[src/rtl/core/world_to_screen_projection_macros.svh]
// Assertion helpers for the projection core.
`ifndef WORLD_TO_SCREEN_PROJECTION_MACROS_SVH
`define WORLD_TO_SCREEN_PROJECTION_MACROS_SVH

`ifndef ASSERT_OFF
`define WSP_ASSERT_IMP(lbl, clk, rstn, pre, con) \
    lbl: assert property (@(posedge clk) disable iff (!rstn) (pre) |-> (con)) \
        else $error("assertion failed");
`define WSP_ASSERT_NEXT(lbl, clk, rstn, pre, con) \
    lbl: assert property (@(posedge clk) disable iff (!rstn) (pre) |=> (con)) \
        else $error("assertion failed");
`else
`define WSP_ASSERT_IMP(lbl, clk, rstn, pre, con)
`define WSP_ASSERT_NEXT(lbl, clk, rstn, pre, con)
`endif

`endif

[src/rtl/core/wsp_pkg.sv]
package wsp_pkg;

    localparam int SCREEN_BITS = 12;
    localparam int OUT_BITS    = SCREEN_BITS + 4;
    localparam int SCALE_BITS  = SCREEN_BITS + 3;
    localparam int PROD_W      = 48;
    localparam int CLIP_W      = 52;
    localparam int P_W         = CLIP_W + SCALE_BITS;
    localparam int CFG_IDX_W   = 3;

    // 1e-4 in Q.28
    localparam logic signed [CLIP_W-1:0] EPS_CLIP = CLIP_W'(26843);

    localparam logic [SCREEN_BITS-1:0] WIDTH_RESET  = SCREEN_BITS'(640);
    localparam logic [SCREEN_BITS-1:0] HEIGHT_RESET = SCREEN_BITS'(480);

    typedef enum logic [CFG_IDX_W-1:0] {
        REG_ROW0   = 3'd0,
        REG_ROW1   = 3'd1,
        REG_ROW2   = 3'd2,
        REG_ROW3   = 3'd3,
        REG_WIDTH  = 3'd4,
        REG_HEIGHT = 3'd5
    } cfg_reg_t;

    typedef struct packed {
        logic signed [31:0] pos_x;
        logic signed [31:0] pos_y;
        logic signed [31:0] pos_z;
    } in_item_t;

    typedef struct packed {
        logic                visible;
        logic [OUT_BITS-1:0] screen_x;
        logic [OUT_BITS-1:0] screen_y;
    } out_item_t;

    // classified point handed from front to back
    typedef struct packed {
        logic              visible;
        logic [CLIP_W-1:0] w;
        logic [CLIP_W-1:0] ax;
        logic [CLIP_W-1:0] ay;
    } clip_item_t;

    typedef struct packed {
        logic full;
        logic empty;
    } q_status_t;

endpackage

[src/rtl/core/wsp_queue.sv]
`include "world_to_screen_projection_macros.svh"

module wsp_queue
    import wsp_pkg::*;
#(
    parameter int DEPTH = 4
)
(
    input  logic       clk,
    input  logic       rst_n,
    input  logic       push,
    input  clip_item_t push_item,
    input  logic       pop,
    output clip_item_t pop_item,
    output q_status_t  status
);

    localparam int AW    = (DEPTH > 1) ? $clog2(DEPTH) : 1;
    localparam int CNT_W = AW + 1;

    clip_item_t       mem [DEPTH];
    logic [AW-1:0]    wr_ptr_reg, rd_ptr_reg;
    logic [CNT_W-1:0] count_reg, count_next;

    assign pop_item     = mem[rd_ptr_reg];
    assign status.full  = (count_reg == CNT_W'(DEPTH));
    assign status.empty = (count_reg == '0);

    always_comb
    begin
        count_next = count_reg;
        if (push && !pop)
            count_next = count_reg + 1'b1;
        else if (pop && !push)
            count_next = count_reg - 1'b1;
    end

    // pointers wrap at DEPTH, which need not be a power of two
    always_ff @(posedge clk or negedge rst_n)
    begin
        if (!rst_n)
        begin
            wr_ptr_reg <= '0;
            rd_ptr_reg <= '0;
            count_reg  <= '0;
        end
        else
        begin
            if (push)
                wr_ptr_reg <= (wr_ptr_reg == AW'(DEPTH - 1)) ? '0 : wr_ptr_reg + 1'b1;
            if (pop)
                rd_ptr_reg <= (rd_ptr_reg == AW'(DEPTH - 1)) ? '0 : rd_ptr_reg + 1'b1;
            count_reg <= count_next;
        end
    end

    always_ff @(posedge clk)
    begin
        if (push)
            mem[wr_ptr_reg] <= push_item;
    end

    `WSP_ASSERT_IMP(a_push_room, clk, rst_n, push, count_reg < CNT_W'(DEPTH))
    `WSP_ASSERT_IMP(a_pop_data, clk, rst_n, pop, count_reg != '0)
    `WSP_ASSERT_NEXT(a_count_up, clk, rst_n, push && !pop, count_reg == $past(count_reg) + 1'b1)

endmodule

[config.mk]
export PLATFORM = sky130hd
export DESIGN_NAME = wsp_queue
export DESIGN_NICKNAME = d
export VERILOG_FILES = /design/src/rtl/core/wsp_pkg.sv /design/src/rtl/core/wsp_queue.sv
export VERILOG_INCLUDE_DIRS = /design/src /design/src/rtl/core
export SDC_FILE = /design/constraint.sdc
export NUM_CORES = 1
export LEC_CHECK = 0
export BUFFER_PORTS_ARGS = -buffer_cell sky130_fd_sc_hd__buf_2
export CAP_MARGIN = 20
export CORE_UTILIZATION = 39
export CTS_CLUSTER_DIAMETER = 120
export DETAILED_ROUTE_END_ITERATION = 12
export GPL_TIMING_DRIVEN = 0
export PLACE_DENSITY = 0.57
export SYNTH_ARGS = -nofsm -noshare
export SYNTH_HDL_FRONTEND = slang
export SYNTH_SLANG_ARGS = --single-unit
[constraint.sdc]
create_clock -name clk -period 5.73 [get_ports clk]
set_clock_uncertainty 0.05 [all_clocks]
set_input_delay 1.4325 -clock clk [delete_from_list [all_inputs] [get_ports clk]]
set_output_delay 1.4325 -clock clk [all_outputs]
set_load 0.1 [all_outputs]
==> impl_summary.log <==
[metrics] run status: finished, final reports clean
[metrics] worst setup margin: 1.41 ns
[metrics] total number of H-tree levels: 3
[metrics] Die Footprint: 60100 µm²
[metrics] mean cell area of the mapped netlist: between 20 and 30 µm²
[metrics] MaxCap Viol Count: 0
[metrics] Synth Area in Adders: less than 1%
[metrics] maximum fanout encountered on the critical timing path: 10
[metrics] synthesized net count: 1026
[metrics] HPWL reported at the end of detailed placement: 29100 µm
[metrics] Worst Reg2Reg Path Length in Cells: 5
[metrics] growth of design area from synthesis to finish: 21.6%
[metrics] minimum clock period after layout: 4.32 ns
[metrics] clk sink count: 635
[metrics] cell count after placement: 1954
[metrics] number of nets with antenna violations after routing: 0
[metrics] proportion of synthesized chip area in sequential cells: 82.5%
[metrics] final total negative setup slack: 0 ns
[metrics] total global-route track usage: 15.7%
[metrics] max-slew violation total from the final report: 0
[metrics] Netlist Area Pre-Place: between 20000 and 25000 µm²
[metrics] iteration-0 DRC count of the detailed router: 489
[metrics] maximum number of pins on one net before global-route repair: 55
[metrics] vias after detailed routing: roughly 10000
[metrics] flops & latches, synth: 635
[metrics] vias per std cell: 4.96
[metrics] area fraction in compound gates after synthesis: 0.0434%
[metrics] final number of setup-violating endpoints: 0
[metrics] xor and xnor area share after synthesis: less than 1%
[metrics] final cell count without fillers: 2077
[metrics] multi-input combinational cell area: 3770 µm²
[metrics] count of final hold-check violations: 0
[metrics] final standard cell area without fillers: 28100 µm²
[metrics] total wirelength of the detailed-routed design: 46300 µm
[metrics] maximum root-to-sink buffer count: 3
[metrics] number of standard-cell rows in the floorplan: 88
[metrics] global-route wire length before repair: 69100 µm
[metrics] wire length per cell after detailed routing: 22.3 µm
[metrics] worst skew pair latency: between 0.5 and 0.6 ns
[metrics] number of setup buffers added after CTS: 0
[metrics] flip-flop count of the largest register after layout: roughly 630
[metrics] critical path start-end classification: register to output pin
[metrics] instance area after placement: 26000 µm²
[metrics] Initial Util: 39.8%
[metrics] gate count after technology mapping: 858
[metrics] highest cell delay on the worst timing path: about 0.46 ns
[metrics] most frequent CP cell: buf_2
[metrics] layout filler cell count: 4714
[metrics] number of distinct library cell variants in the gate-level netlist after synthesis: 19
[metrics] die outline width: 245 µm
[metrics] worst endpoint data arrival time: roughly 2.8 ns
[metrics] clock-pin slew of the registers on the worst-case setup and hold paths: 0.06 ns
[metrics] startpoint kind of the worst setup timing path: register
[metrics] class of the most critical hold timing path: register to register
[metrics] RSZ-0062 raised after global routing: false
[metrics] worst slew slack as a fraction of its limit: between 50% and 60%
[metrics] global placement routability congestion: 0.691
[metrics] type of element capturing the critical path: output pin
[metrics] number of remaining DRC errors: 0
[metrics] iteration count of the initial detailed-routing pass: 4
[metrics] main combinational cell family by area after synthesis: multiplexers
[metrics] total CTS buffers: 67
[metrics] GRT Residual Overflow: 0
[metrics] number of placed I/O pins: 320
[metrics] highest attainable clock frequency: 231 MHz
[metrics] root buf cell: clkbuf_16
[metrics] register area: ~19000 µm²
[metrics] cells along the critical path: clkbuf_1 -> buf_2 -> buf_2 -> mux4_2 -> buf_2
[metrics] clock tree from TritonCTS: built
[metrics] count of warnings emitted by yosys: 0
[metrics] data required time at the worst endpoint: 4.25 ns
[metrics] cts hold-fix bufs: 0
[metrics] core area: slightly below 60000 µm²
[metrics] post-synthesis share of cell area spent on and, or, nand and nor gates: 0.244%
[metrics] pre-CTS setup slack: 1.91 ns
[metrics] y dimension of the die: roughly 250 µm
[metrics] I/O Buffers: 319
[metrics] post-CTS sizing: 0
[metrics] vias in the first global route: 11100
[metrics] period utilisation layout: 75.5%
[metrics] CP max stage cell: buf_2
[metrics] number of stages on the worst hold path: 1
[metrics] initial antenna violation count: 12
[metrics] multiplexer share of the synthesized area: 15.5%
[metrics] layout cells sized above 1: between 40 and 50%
[metrics] pin slew with the least headroom to its limit: 0.646 ns
[metrics] NumNets Final: 1426
## worst max-delay path, delay by kind of cell, from the launching register on
kind | cells | cell delay (ns)
DFF | 1 | 0.35
muxes | 1 | 0.26
buffers and inverters | 4 | 1.62
## cells in the mapped netlist
cell,number,share of area (%)
edfxtp_1,628,82
mux4_2,157,15
buf_2,18,0.39
buf_6,14,0.68
dfrtp_1,7,0.76
ha_1,6,0.33
and2_1,4,0.11
inv_1,4,0.065
clkbuf_1,3,0.049
mux2_2,3,0.15
nor2_1,3,0.049
nand2_1,2,0.033
o21ai_0,2,0.043
xor2_1,2,0.076
buf_4,1,0.033
fa_1,1,0.087
nor3_1,1,0.022
nor3b_1,1,0.033
xnor2_1,1,0.038
## per-stage QoR
stage,hold slack [ns],util [%]
final,0.442,48.4
after CTS,0.441,48.3
after detailed placement,0.428,44.7
after global placement,0.427,44.2
after global routing,0.459,48.4
after floorplan,0.406,-
## layout by cell type (no fill, tap or decap), types with 3 or more instances in the layout
master,synthesis,layout
clkinv_2,0,6
edfxtp_1,628,628
clkbuf_1,3,18
inv_1,4,4
diode_2,0,5
mux4_2,157,157
clkinv_8,0,3
clkbuf_16,0,70
bufinv_16,0,4
buf_16,0,11
dfrtp_1,7,7
buf_6,14,14
nor2_1,3,3
ha_1,6,6
clkinv_1,0,18
buf_2,18,337
and2_4,0,4
mux2_2,3,3
## cell families (layout without fill, tap and decap cells)
family                   Yosys count  count (layout)
flip-flops                       635             635
multiplexers                     160             160
buffers and inverters             40             489
AND/OR/NAND/NOR                   11              11
adder cells (fa/ha/maj)            7               7
XOR/XNOR                           3               3
AO/OA/AOI/OAI                      2               2
other                              0               5
## final timing paths
| path | from | endpoint | slack [ns] |
|---|---|---|---|
| min in group asynchronous | rst_n | count_reg[1]$_DFFE_PN0P_ | 0.63 |
| worst max register to register | wr_ptr_reg[0]$_DFFE_PN0P_ | mem[0][88]$_DFFE_PP_ | 3.48 |
| worst max-delay path | rd_ptr_reg[1]$_DFFE_PN0P_ | pop_item[19] | 1.41 |
| worst min-delay path | count_reg[2]$_DFFE_PN0P_ | count_reg[2]$_DFFE_PN0P_ | 0.44 |
| worst min register to register | count_reg[2]$_DFFE_PN0P_ | count_reg[2]$_DFFE_PN0P_ | 0.44 |
| max in group asynchronous | rst_n | count_reg[2]$_DFFE_PN0P_ | 4.83 |
## cell type report
cell class / count / share of cell area, %
Antenna cell: 5 / 0.0446
Buffer: 36 / 0.950
Clock buffer: 85 / 6.44
Clock inverter: 33 / 1.01
Inverter: 4 / 0.0535
Multi-Input combinational cell: 183 / 13.4
Sequential cell: 635 / 67.8
Tap cell: 765 / 3.41
Timing Repair Buffer: 331 / 6.84
## layer usage
metal	wire (µm)	track usage (%)
met4	1080	5.06
met5	100	0
met2	22300	24.6
met3	3610	5.74
met1	19200	20.3
Power is not shown: default switching activity piles up to over one toggle a cycle in this logic, so the estimate is an artifact.
